`config.mk`:
```
export PLATFORM = sky130hd
export DESIGN_NAME = device_provisioning_table_core
export DESIGN_NICKNAME = d
export VERILOG_FILES = /design/src/hdl/dpt_pkg.sv /design/src/hdl/dpt_ram.sv /design/src/hdl/dpt_cfg_regs.sv /design/src/hdl/dpt_ctrl.sv /design/src/hdl/device_provisioning_table_core.sv
export SDC_FILE = /design/constraint.sdc
export NUM_CORES = 2
export LEC_CHECK = 0
export BUFFER_PORTS_ARGS = -buffer_cell sky130_fd_sc_hd__buf_2
export CORE_AREA = 2 2 632 508
export CTS_CLUSTER_SIZE = 12
export DETAILED_ROUTE_END_ITERATION = 10
export DIE_AREA = 0 0 634 510
export PLACE_DENSITY = 0.54
export SYNTH_ARGS = -nofsm -noshare
export SYNTH_HDL_FRONTEND = slang
export SYNTH_HIERARCHICAL = 1
export SYNTH_SLANG_ARGS = --single-unit
```
`constraint.sdc`:
```
create_clock -name clk_i -period 14.4 [get_ports clk_i]
set_input_delay 2.16 -clock clk_i [delete_from_list [all_inputs] [get_ports clk_i]]
set_output_delay 2.16 -clock clk_i [all_outputs]
set_load 0.05 [all_outputs]
```
`src/hdl/dpt_pkg.sv`:
```
// Package for the device provisioning table: sizes, codes and the shared record types.
// Depends on nothing; every other file of the block but dpt_ram refers to it by scoped names.

package dpt_pkg;

  // Table geometry.
  localparam int unsigned TableDepth = 16;
  localparam int unsigned IdxW = (TableDepth > 1) ? $clog2(TableDepth) : 1;

  // Stream and configuration bus widths.
  localparam int unsigned InDataW  = 232;
  localparam int unsigned OutDataW = 104;
  localparam int unsigned CfgDataW = 64;
  localparam int unsigned CfgAddrW = 4;

  // Register index taken from paddr[3] (registers sit on 8-byte slots).
  localparam logic [0:0] RegIdxGatewayId = 1'b0;

  // The UID counter starts here after reset.
  localparam logic [15:0] UidCounterReset = 16'd2;

  typedef enum logic [1:0] {
    FUNC_HELLO   = 2'd0,
    FUNC_REQUEST = 2'd1,
    FUNC_DATA    = 2'd2,
    FUNC_RSVD    = 2'd3
  } func_e;

  typedef enum logic [1:0] {
    ACT_NONE  = 2'd0,
    ACT_OFFER = 2'd1,
    ACT_ACK   = 2'd2
  } action_e;

  typedef enum logic [1:0] {
    ST_UNKNOWN     = 2'd0,
    ST_REQUESTED   = 2'd1,
    ST_PROVISIONED = 2'd2,
    ST_REVOKED     = 2'd3
  } entry_status_e;

  typedef enum logic [1:0] {
    S_IDLE,
    S_SCAN,
    S_UPDATE,
    S_RESP
  } ctrl_state_e;

  // One table entry as it is kept in the table memory.
  typedef struct packed {
    logic [63:0]   uid;
    entry_status_e status;
    logic [31:0]   high_seq;
    logic [15:0]   rssi;
    logic [7:0]    snr;
    logic [31:0]   seen_ms;
  } entry_t;

  localparam int unsigned EntryW = $bits(entry_t);

  // One incoming message.
  typedef struct packed {
    func_e       func;
    logic [63:0] device_uid;
    logic [47:0] target_gateway;
    logic [15:0] msg_seq16;
    logic [15:0] hello_nonce;
    logic [31:0] data_seq32;
    logic [15:0] rssi;
    logic [7:0]  snr;
    logic [31:0] now_ms;
  } item_t;

  // One reply.
  typedef struct packed {
    action_e     action;
    logic [63:0] reply_uid;
    logic        ack_status;
    logic [15:0] seq_echo;
    logic [15:0] nonce_echo;
    logic        accepted;
  } res_t;

  // Access request from the controller to the table memory.
  typedef struct packed {
    logic            re;
    logic [IdxW-1:0] raddr;
    logic            we;
    logic [IdxW-1:0] waddr;
    entry_t          wdata;
  } ram_req_t;

endpackage

```
`src/hdl/dpt_ram.sv`:
```
// Generic single-write, single-read synchronous RAM with a registered read port.
// Depends on nothing; the table memory of the block is one instance of it.

module dpt_ram #(
  parameter int unsigned Width = 8,
  parameter int unsigned Depth = 16,
  localparam int unsigned AddrW = (Depth > 1) ? $clog2(Depth) : 1
) (
  input  logic             clk_i,
  input  logic             we_i,
  input  logic [AddrW-1:0] waddr_i,
  input  logic [Width-1:0] wdata_i,
  input  logic             re_i,
  input  logic [AddrW-1:0] raddr_i,
  output logic [Width-1:0] rdata_o
);

  logic [Width-1:0] mem_q [Depth];
  logic [Width-1:0] rdata_q;

  // Write port.
  always_ff @(posedge clk_i) begin
    if (we_i) begin
      mem_q[waddr_i] <= wdata_i;
    end
  end

  // Read port; the data holds while no read is issued.
  always_ff @(posedge clk_i) begin
    if (re_i) begin
      rdata_q <= mem_q[raddr_i];
    end
  end

  assign rdata_o = rdata_q;

endmodule

```
`src/hdl/dpt_cfg_regs.sv`:
```
// APB-style register port holding the gateway identity.
// Depends on dpt_pkg for bus widths and the register index.

module dpt_cfg_regs (
  input  logic                          clk_i,
  input  logic                          rst_ni,
  input  logic                          psel,
  input  logic                          penable,
  input  logic                          pwrite,
  input  logic [dpt_pkg::CfgAddrW-1:0]  paddr,
  input  logic [dpt_pkg::CfgDataW-1:0]  pwdata,
  output logic [dpt_pkg::CfgDataW-1:0]  prdata,
  output logic                          pready,
  output logic [47:0]                   gateway_id_o
);

  logic [47:0] gateway_id_q;
  logic [47:0] gateway_id_d;
  logic        sel_gateway_id;

  // Registers lie on 8-byte slots, so bit 3 selects the register.
  assign sel_gateway_id = (paddr[3] == dpt_pkg::RegIdxGatewayId);

  // Write decode.
  always_comb begin
    gateway_id_d = gateway_id_q;
    if (psel && penable && pwrite && sel_gateway_id) begin
      gateway_id_d = pwdata[47:0];
    end
  end

  always_ff @(posedge clk_i or negedge rst_ni) begin
    if (!rst_ni) begin
      gateway_id_q <= '0;
    end else begin
      gateway_id_q <= gateway_id_d;
    end
  end

  // Read data and ready; the port never waits.
  assign prdata       = sel_gateway_id ? {16'd0, gateway_id_q} : '0;
  assign pready       = 1'b1;
  assign gateway_id_o = gateway_id_q;

endmodule

```
`src/hdl/dpt_ctrl.sv`:
```
// Sequencer of the provisioning table: scans the table memory, decides the reply,
// writes the entry back and holds the reply in an output register. Depends on dpt_pkg.

module dpt_ctrl (
  input  logic                         clk_i,
  input  logic                         rst_ni,
  input  logic                         item_valid_i,
  output logic                         item_ready_o,
  input  dpt_pkg::item_t               item_i,
  input  logic [47:0]                  gateway_id_i,
  output dpt_pkg::ram_req_t            ram_o,
  input  dpt_pkg::entry_t              ram_rdata_i,
  output logic                         res_valid_o,
  input  logic                         res_ready_i,
  output dpt_pkg::res_t                res_o
);

  localparam logic [dpt_pkg::IdxW:0]   DepthCnt = (dpt_pkg::IdxW + 1)'(dpt_pkg::TableDepth);
  localparam logic [dpt_pkg::IdxW-1:0] LastIdx  = dpt_pkg::IdxW'(dpt_pkg::TableDepth - 1);

  dpt_pkg::ctrl_state_e          state_q, state_d;
  dpt_pkg::item_t                item_q, item_d;
  logic [dpt_pkg::IdxW:0]        scan_q, scan_d;
  logic                          chk_vld_q, chk_vld_d;
  logic [dpt_pkg::IdxW-1:0]      chk_idx_q, chk_idx_d;
  logic                          hit_q, hit_d;
  logic [dpt_pkg::IdxW-1:0]      hit_idx_q, hit_idx_d;
  dpt_pkg::entry_t               ent_q, ent_d;
  logic [dpt_pkg::TableDepth-1:0] valid_q, valid_d;
  logic [15:0]                   uid_counter_q, uid_counter_d;
  dpt_pkg::res_t                 res_q, res_d;
  logic                          out_valid_q, out_valid_d;
  dpt_pkg::res_t                 out_q, out_d;

  logic                          accept;
  logic                          hit_now;
  logic                          free_found;
  logic [dpt_pkg::IdxW-1:0]      free_idx;
  dpt_pkg::entry_t               new_ent;

  assign accept = item_valid_i && item_ready_o;

  // Lowest free entry, taken from the valid flags.
  always_comb begin
    free_found = 1'b0;
    free_idx   = '0;
    for (int i = dpt_pkg::TableDepth - 1; i >= 0; i--) begin
      if (!valid_q[i]) begin
        free_found = 1'b1;
        free_idx   = dpt_pkg::IdxW'(i);
      end
    end
  end

  // The entry read in the previous cycle matches the message sender.
  assign hit_now = chk_vld_q && valid_q[chk_idx_q] &&
                   (ram_rdata_i.uid == item_q.device_uid);

  // Next state, table access and reply decision.
  always_comb begin
    state_d       = state_q;
    item_d        = item_q;
    scan_d        = scan_q;
    chk_vld_d     = 1'b0;
    chk_idx_d     = chk_idx_q;
    hit_d         = hit_q;
    hit_idx_d     = hit_idx_q;
    ent_d         = ent_q;
    valid_d       = valid_q;
    uid_counter_d = uid_counter_q;
    res_d         = res_q;
    out_valid_d   = out_valid_q;
    out_d         = out_q;
    item_ready_o  = 1'b0;
    new_ent       = '0;

    ram_o         = '0;
    ram_o.raddr   = scan_q[dpt_pkg::IdxW-1:0];

    // The output register frees up when its beat is taken.
    if (out_valid_q && res_ready_i) begin
      out_valid_d = 1'b0;
    end

    unique case (state_q)
      dpt_pkg::S_IDLE: begin
        item_ready_o = 1'b1;
        if (accept) begin
          item_d    = item_i;
          scan_d    = '0;
          res_d     = '0;
          res_d.action = dpt_pkg::ACT_NONE;
          priority if (item_i.func == dpt_pkg::FUNC_HELLO && item_i.device_uid == '0) begin
            // Fresh device: offer gateway ID and counter.
            res_d.action     = dpt_pkg::ACT_OFFER;
            res_d.reply_uid  = {gateway_id_i, uid_counter_q};
            res_d.seq_echo   = item_i.msg_seq16;
            res_d.nonce_echo = item_i.hello_nonce;
            uid_counter_d    = uid_counter_q + 16'd1;
            state_d          = dpt_pkg::S_RESP;
          end else if (item_i.func == dpt_pkg::FUNC_RSVD) begin
            state_d = dpt_pkg::S_RESP;
          end else if (item_i.func == dpt_pkg::FUNC_REQUEST &&
                       item_i.target_gateway != gateway_id_i) begin
            state_d = dpt_pkg::S_RESP;
          end else begin
            state_d = dpt_pkg::S_SCAN;
          end
        end
      end

      dpt_pkg::S_SCAN: begin
        // One read per cycle; the compare comes in the cycle after the read.
        if (scan_q < DepthCnt) begin
          ram_o.re  = 1'b1;
          scan_d    = scan_q + 1'b1;
          chk_vld_d = 1'b1;
          chk_idx_d = scan_q[dpt_pkg::IdxW-1:0];
        end
        priority if (hit_now) begin
          hit_d     = 1'b1;
          hit_idx_d = chk_idx_q;
          ent_d     = ram_rdata_i;
          chk_vld_d = 1'b0;
          state_d   = dpt_pkg::S_UPDATE;
        end else if (chk_vld_q && chk_idx_q == LastIdx) begin
          hit_d     = 1'b0;
          chk_vld_d = 1'b0;
          state_d   = dpt_pkg::S_UPDATE;
        end else begin
          // No decision yet; keep scanning.
          state_d = dpt_pkg::S_SCAN;
        end
      end

      dpt_pkg::S_UPDATE: begin
        // Fresh entry for an allocation on a miss.
        new_ent.uid    = item_q.device_uid;
        new_ent.status = dpt_pkg::ST_PROVISIONED;
        ram_o.waddr    = hit_q ? hit_idx_q : free_idx;
        state_d        = dpt_pkg::S_RESP;

        unique case (item_q.func)
          dpt_pkg::FUNC_HELLO: begin
            res_d.action    = dpt_pkg::ACT_ACK;
            res_d.reply_uid = item_q.device_uid;
            res_d.seq_echo  = item_q.msg_seq16;
            priority if (hit_q) begin
              if (ent_q.status == dpt_pkg::ST_REVOKED) begin
                res_d.ack_status = 1'b1;
              end else begin
                ram_o.we            = 1'b1;
                ram_o.wdata         = ent_q;
                ram_o.wdata.rssi    = item_q.rssi;
                ram_o.wdata.snr     = item_q.snr;
                ram_o.wdata.seen_ms = item_q.now_ms;
              end
            end else if (free_found) begin
              ram_o.we            = 1'b1;
              ram_o.wdata         = new_ent;
              ram_o.wdata.rssi    = item_q.rssi;
              ram_o.wdata.snr     = item_q.snr;
              ram_o.wdata.seen_ms = item_q.now_ms;
              valid_d[free_idx]   = 1'b1;
            end else begin
              res_d.ack_status = 1'b1;
            end
          end

          dpt_pkg::FUNC_REQUEST: begin
            res_d.action    = dpt_pkg::ACT_ACK;
            res_d.reply_uid = item_q.device_uid;
            res_d.seq_echo  = item_q.msg_seq16;
            priority if (hit_q) begin
              // A request overrides revocation.
              ram_o.we           = 1'b1;
              ram_o.wdata        = ent_q;
              ram_o.wdata.status = dpt_pkg::ST_PROVISIONED;
            end else if (free_found) begin
              ram_o.we          = 1'b1;
              ram_o.wdata       = new_ent;
              valid_d[free_idx] = 1'b1;
            end else begin
              res_d.ack_status = 1'b1;
            end
          end

          dpt_pkg::FUNC_DATA: begin
            // Replay guard: the sequence number must move forward.
            if (hit_q && ent_q.status == dpt_pkg::ST_PROVISIONED &&
                item_q.data_seq32 > ent_q.high_seq) begin
              ram_o.we             = 1'b1;
              ram_o.wdata          = ent_q;
              ram_o.wdata.high_seq = item_q.data_seq32;
              ram_o.wdata.rssi     = item_q.rssi;
              ram_o.wdata.snr      = item_q.snr;
              ram_o.wdata.seen_ms  = item_q.now_ms;
              res_d.accepted       = 1'b1;
            end
          end

          dpt_pkg::FUNC_RSVD: begin
            res_d = res_q;
          end

          default: begin
            res_d = res_q;
          end
        endcase
      end

      dpt_pkg::S_RESP: begin
        // Hand the reply to the output register once it is free.
        if (!out_valid_q || res_ready_i) begin
          out_valid_d = 1'b1;
          out_d       = res_q;
          state_d     = dpt_pkg::S_IDLE;
        end
      end

      default: begin
        state_d = dpt_pkg::S_IDLE;
      end
    endcase
  end

  // Control state.
  always_ff @(posedge clk_i or negedge rst_ni) begin
    if (!rst_ni) begin
      state_q       <= dpt_pkg::S_IDLE;
      chk_vld_q     <= 1'b0;
      valid_q       <= '0;
      uid_counter_q <= dpt_pkg::UidCounterReset;
      out_valid_q   <= 1'b0;
    end else begin
      state_q       <= state_d;
      chk_vld_q     <= chk_vld_d;
      valid_q       <= valid_d;
      uid_counter_q <= uid_counter_d;
      out_valid_q   <= out_valid_d;
    end
  end

  // Payload registers.
  always_ff @(posedge clk_i) begin
    item_q    <= item_d;
    scan_q    <= scan_d;
    chk_idx_q <= chk_idx_d;
    hit_q     <= hit_d;
    hit_idx_q <= hit_idx_d;
    ent_q     <= ent_d;
    res_q     <= res_d;
    out_q     <= out_d;
  end

  assign res_valid_o = out_valid_q;
  assign res_o       = out_q;

endmodule

```
`src/hdl/device_provisioning_table_core.sv`:
```
// Top level of the device provisioning table: stream ports, register port and table memory.
// Depends on dpt_pkg, dpt_ram, dpt_cfg_regs and dpt_ctrl.

// A hello with a zero UID, an unknown kind or a request to another gateway is answered
// without touching the table; its reply is registered and then moved into the output
// register from the S_RESP state. Every other message scans the table memory one entry
// per cycle through its single read port and stops at the first match or after the last
// entry; the entry, where the message changes it, is then written back from S_UPDATE and
// the reply goes on through S_RESP into the output register. While the output register
// still holds a beat that the downstream side has not taken, the new reply waits in
// S_RESP. One message is in work at a time; the input opens again in the same cycle as
// the reply first sits in the output register, even if the downstream side has not yet
// taken it. The user must write configuration over the APB-style port only while the
// block is idle; the block itself does not enforce this.

module device_provisioning_table_core (
  input  logic                          clk_i,
  input  logic                          rst_ni,
  // Message input.
  input  logic                          s_axis_tvalid,
  output logic                          s_axis_tready,
  // tdata: device_uid[63:0], target_gateway[111:64], msg_seq16[127:112],
  // hello_nonce[143:128], data_seq32[175:144], rssi[191:176], snr[199:192],
  // now_ms[231:200]
  input  logic [dpt_pkg::InDataW-1:0]   s_axis_tdata,
  // tuser: func[1:0]
  input  logic [1:0]                    s_axis_tuser,
  // Reply output.
  output logic                          m_axis_tvalid,
  input  logic                          m_axis_tready,
  // tdata: reply_uid[63:0], ack_status[64], seq_echo[80:65], nonce_echo[96:81],
  // accepted[97], zero fill[103:98]
  output logic [dpt_pkg::OutDataW-1:0]  m_axis_tdata,
  // tuser: action[1:0]
  output logic [1:0]                    m_axis_tuser,
  // Configuration port.
  input  logic                          psel,
  input  logic                          penable,
  input  logic                          pwrite,
  input  logic [dpt_pkg::CfgAddrW-1:0]  paddr,
  input  logic [dpt_pkg::CfgDataW-1:0]  pwdata,
  output logic [dpt_pkg::CfgDataW-1:0]  prdata,
  output logic                          pready
);

  dpt_pkg::item_t    item;
  dpt_pkg::res_t     res;
  dpt_pkg::ram_req_t ram_req;
  logic [dpt_pkg::EntryW-1:0] ram_rdata;
  logic [47:0]       gateway_id;

  // Unpack the input beat.
  assign item.func           = dpt_pkg::func_e'(s_axis_tuser);
  assign item.device_uid     = s_axis_tdata[63:0];
  assign item.target_gateway = s_axis_tdata[111:64];
  assign item.msg_seq16      = s_axis_tdata[127:112];
  assign item.hello_nonce    = s_axis_tdata[143:128];
  assign item.data_seq32     = s_axis_tdata[175:144];
  assign item.rssi           = s_axis_tdata[191:176];
  assign item.snr            = s_axis_tdata[199:192];
  assign item.now_ms         = s_axis_tdata[231:200];

  dpt_cfg_regs u_cfg_regs (
    .clk_i        (clk_i),
    .rst_ni       (rst_ni),
    .psel         (psel),
    .penable      (penable),
    .pwrite       (pwrite),
    .paddr        (paddr),
    .pwdata       (pwdata),
    .prdata       (prdata),
    .pready       (pready),
    .gateway_id_o (gateway_id)
  );

  dpt_ctrl u_ctrl (
    .clk_i        (clk_i),
    .rst_ni       (rst_ni),
    .item_valid_i (s_axis_tvalid),
    .item_ready_o (s_axis_tready),
    .item_i       (item),
    .gateway_id_i (gateway_id),
    .ram_o        (ram_req),
    .ram_rdata_i  (dpt_pkg::entry_t'(ram_rdata)),
    .res_valid_o  (m_axis_tvalid),
    .res_ready_i  (m_axis_tready),
    .res_o        (res)
  );

  // Table memory: one entry per device.
  dpt_ram #(
    .Width (dpt_pkg::EntryW),
    .Depth (dpt_pkg::TableDepth)
  ) u_table_ram (
    .clk_i   (clk_i),
    .we_i    (ram_req.we),
    .waddr_i (ram_req.waddr),
    .wdata_i (ram_req.wdata),
    .re_i    (ram_req.re),
    .raddr_i (ram_req.raddr),
    .rdata_o (ram_rdata)
  );

  // Pack the reply beat.
  assign m_axis_tdata = {6'd0, res.accepted, res.nonce_echo, res.seq_echo,
                         res.ack_status, res.reply_uid};
  assign m_axis_tuser = res.action;

endmodule

```
==> results.sh <==
export IMPL_fin_tns_setup_ns=0
export IMPL_cts_made_buffers=219
export IMPL_cts_root_buffer="clkbuf_16"
export IMPL_antenna_found_initial=28
export IMPL_cts_buffer_depth=4
export IMPL_cts_max_level=4
export IMPL_maxSlewHeadroom_pct=12.8
export IMPL_area_delta_synth_final_pct=15.5
export IMPL_grt_pass1_vias=43600
export IMPL_cts_hold_fix_buffers=0
export IMPL_clk_latency_ns=0.91
export IMPL_sw_frac_of_total_pct=30.4
export IMPL_worst_r2r_startpoint="u_ctrl/item_q[232]"
export IMPL_cp_required_ns=14.83
export IMPL_ir_worst_vdd_mv=0.180
export IMPL_crit_chain="and2b_1 > nor4b_2 > or4b_1 > a31oi_1 > or2_1 > nor2_1 > nor2_1 > nand3b_1 > nor2_4 > buf_4 > buf_4"
export IMPL_clock_power_share_pct=29.9
export IMPL_period_share_pct=53.6
export IMPL_grt_max_degree=114
export IMPL_post_cts_resized=0
export IMPL_finalMaxSlewViolations=0
export IMPL_worstPathArrival_ns=8.16
export IMPL_cp_max_fo=41
export IMPL_synthCells=4209
export IMPL_worst_slack_ns=6.68
export IMPL_nets=5017
export IMPL_setup_viol=0
export IMPL_worst_pin_slew_ns=1.31
export IMPL_path_class="reg2reg"
export IMPL_pwr_share_comb_pct=24.3
export IMPL_met3_usage_pct=3.12
export IMPL_num_vias=43700
export IMPL_grt_most_used_layer="met2"
export IMPL_internal_power_mw=12.0
export IMPL_syn_area_um2=84100
export IMPL_grt_ovfl_total=0
export IMPL_place_ws_ns=7.03
export IMPL_row_count=185
export IMPL_fillers=30700
export IMPL_finalHoldViolCount=0
export IMPL_avgSynthCellArea_um2=20.0
export IMPL_p_sw_mw=5.26
export IMPL_rsz0062_at_grt="false"
export IMPL_cp_slowest_cell="nor4b_2"
export IMPL_pin_count=482
export IMPL_routed_wl_mm=244
export IMPL_wl_per_cell_um=27.0
export IMPL_start_util_pct=26.5
export IMPL_gp_congestion=0.840
export IMPL_fmaxAchievable_mhz=129
export IMPL_hold_path_class="reg2reg"
export IMPL_leakage_nw=31.8
export IMPL_critPathLaunchType="register"
export IMPL_worst_clock_skew_ns=0.0940
export IMPL_r2r_end="u_table_ram/mem_q[7][80]"
export IMPL_grt_pass1_wl_mm=336
export IMPL_whs_path_depth=0
export IMPL_clock_sinks=2176
export IMPL_die_area_um2=323000
export IMPL_drtIter0Drc=4643
export IMPL_rrSetupSlack_ns=6.68
export IMPL_drive_gt1_share_pct=25.9
export IMPL_drt_pass1_iterations=5
export IMPL_drc=0
export IMPL_grt_usage_pct=14.6
export IMPL_drv_cap=0
export IMPL_power_density_nw_per_um2=178
export IMPL_clk_pin_slew_ns=0.06
export IMPL_reg2regPathDepth=11
export IMPL_viasPerCell=4.84
export IMPL_fp_coreArea_um2=317000
export IMPL_worst_path_largest_cell_delay_ns=0.96
export IMPL_fin_crit_ns=7.72
export IMPL_post_cts_setup_buffers=0
export IMPL_cp_startpoint="u_ctrl/item_q[232]"
export IMPL_drtAntennaViolNets=0
export IMPL_setup_worst_path_end="u_table_ram/mem_q[7][80]"
export IMPL_grt_util_met1_pct=20.1
export IMPL_end_kind="register"
export IMPL_hp_start="u_table_ram/rdata_o[88]"
export IMPL_dieWidth_um=634
export IMPL_cts_tree="done"
export IMPL_status="complete, no violations"
export IMPL_dp_hpwl_mm=144
export IMPL_seqPwrFrac_pct=45.9
export IMPL_port_buffer_count=383
export IMPL_use_met2_pct=23.0
export IMPL_yosys_warnings=6
export IMPL_dieHeight_um=510
-- cell usage in the layout (no fill, tap or decap), types with 13 or more instances in the layout --
master / count
a22o_1: 96
a21o_1: 14
xnor2_1: 19
dfrtp_1: 83
ha_1: 34
nand2b_1: 28
a22oi_1: 173
mux2_4: 20
nand4_1: 24
clkinv_1: 20
o22ai_1: 18
clkbuf_1: 83
mux4_2: 376
buf_4: 107
mux2i_1: 14
inv_1: 72
o221ai_1: 13
and2_1: 18
o21ai_0: 97
mux2_2: 68
nor2b_1: 82
nor2_4: 15
nor3_1: 17
diode_2: 16
nor4_1: 47
buf_2: 382
nand2_1: 269
xor2_1: 76
clkbuf_16: 222
conb_1: 23
nor2_1: 37
edfxtp_1: 2092
a21oi_1: 17
-- worst max-delay path: cells and delay by family (launching register included) --
kind | cells | cell delay [ns]
AND/OR/NAND/NOR | 8 | 3.70
buffers and inverters | 2 | 1.83
AO/OA/AOI/OAI | 1 | 0.89
flip-flops | 1 | 0.71
-- registers in the layout, indices dropped and copies added (netlist names) --
signal,count
u_ctrl/res_o,100
u_ctrl/res_q,100
u_ctrl/hit_q,1
u_table_ram/mem_q,1568
u_ctrl/item_q,114
u_ctrl/scan_q,5
u_ctrl/chk_vld_q,1
u_ctrl/hit_idx_q,4
u_ctrl/ent_q,98
u_ctrl/res_valid_o,1
u_ctrl/uid_counter_q,16
u_table_ram/rdata_o,98
u_ctrl/state_q,2
u_ctrl/chk_idx_q,4
u_ctrl/valid_q,16
u_cfg_regs/gateway_id_o,48
-- worst min path at each step --
| stage | endpoint | slack, ns |
|---|---|---|
| 2_1_floorplan | u_ctrl/ent_q[56] | 0.40 |
| 3_3_place_gp | u_ctrl/res_o[40] | 0.40 |
| 3_5_place_dp | u_ctrl/res_o[14] | 0.40 |
| 4_1_cts | u_ctrl/res_o[37] | 0.41 |
| 5_1_grt | u_ctrl/res_o[24] | 0.42 |
| 6_report | u_ctrl/ent_q[88] | 0.41 |
-- cell type report --
type / instances / area [um^2] / share of cell area, %
Sequential cell: 2176 / 64900 / 66.8
Multi-Input combinational cell: 1710 / 17700 / 18.2
Clock buffer: 313 / 5980 / 6.15
Tap cell: 4207 / 5260 / 5.42
Timing Repair Buffer: 492 / 2780 / 2.86
Inverter: 75 / 289 / 0.298
Clock inverter: 32 / 189 / 0.195
Antenna cell: 16 / 40.0 / 0.0412
-- power groups by stage --
stage | combinational (mW) | clock (mW) | sequential, mW
2_1_floorplan | 2.75 | 0 | 8.18
3_3_place_gp | 4.21 | 0 | 8.04
3_5_place_dp | 4.23 | 0 | 8.05
4_1_cts | 4.24 | 5.28 | 7.92
5_1_grt | 4.47 | 5.53 | 7.95
6_report | 4.19 | 5.16 | 7.92
-- metal layers --
metal  vias to the layer above  routed length (um)
li1                      17900                   -
met1                     23500              105000
met2                      1856              111000
met3                       375               19500
met4                        26                8080
met5                         -                 175
-- stage by stage --
stage / instances / total power [mW] / util (%) / area [um^2] / hold WS [ns]
after floorplan: 4229 / 10.9 / - / 84100 / 0.400
after global placement: 8660 / 12.2 / 28.7 / 90900 / 0.402
after CTS: 9005 / 17.4 / 30.7 / 97100 / 0.413
after detailed placement: 8660 / 12.3 / 28.7 / 90900 / 0.405
final: 9021 / 17.3 / 30.7 / 97100 / 0.411
after global routing: 9006 / 18.0 / 30.7 / 97100 / 0.416
Power figures use the tool's default switching activity.
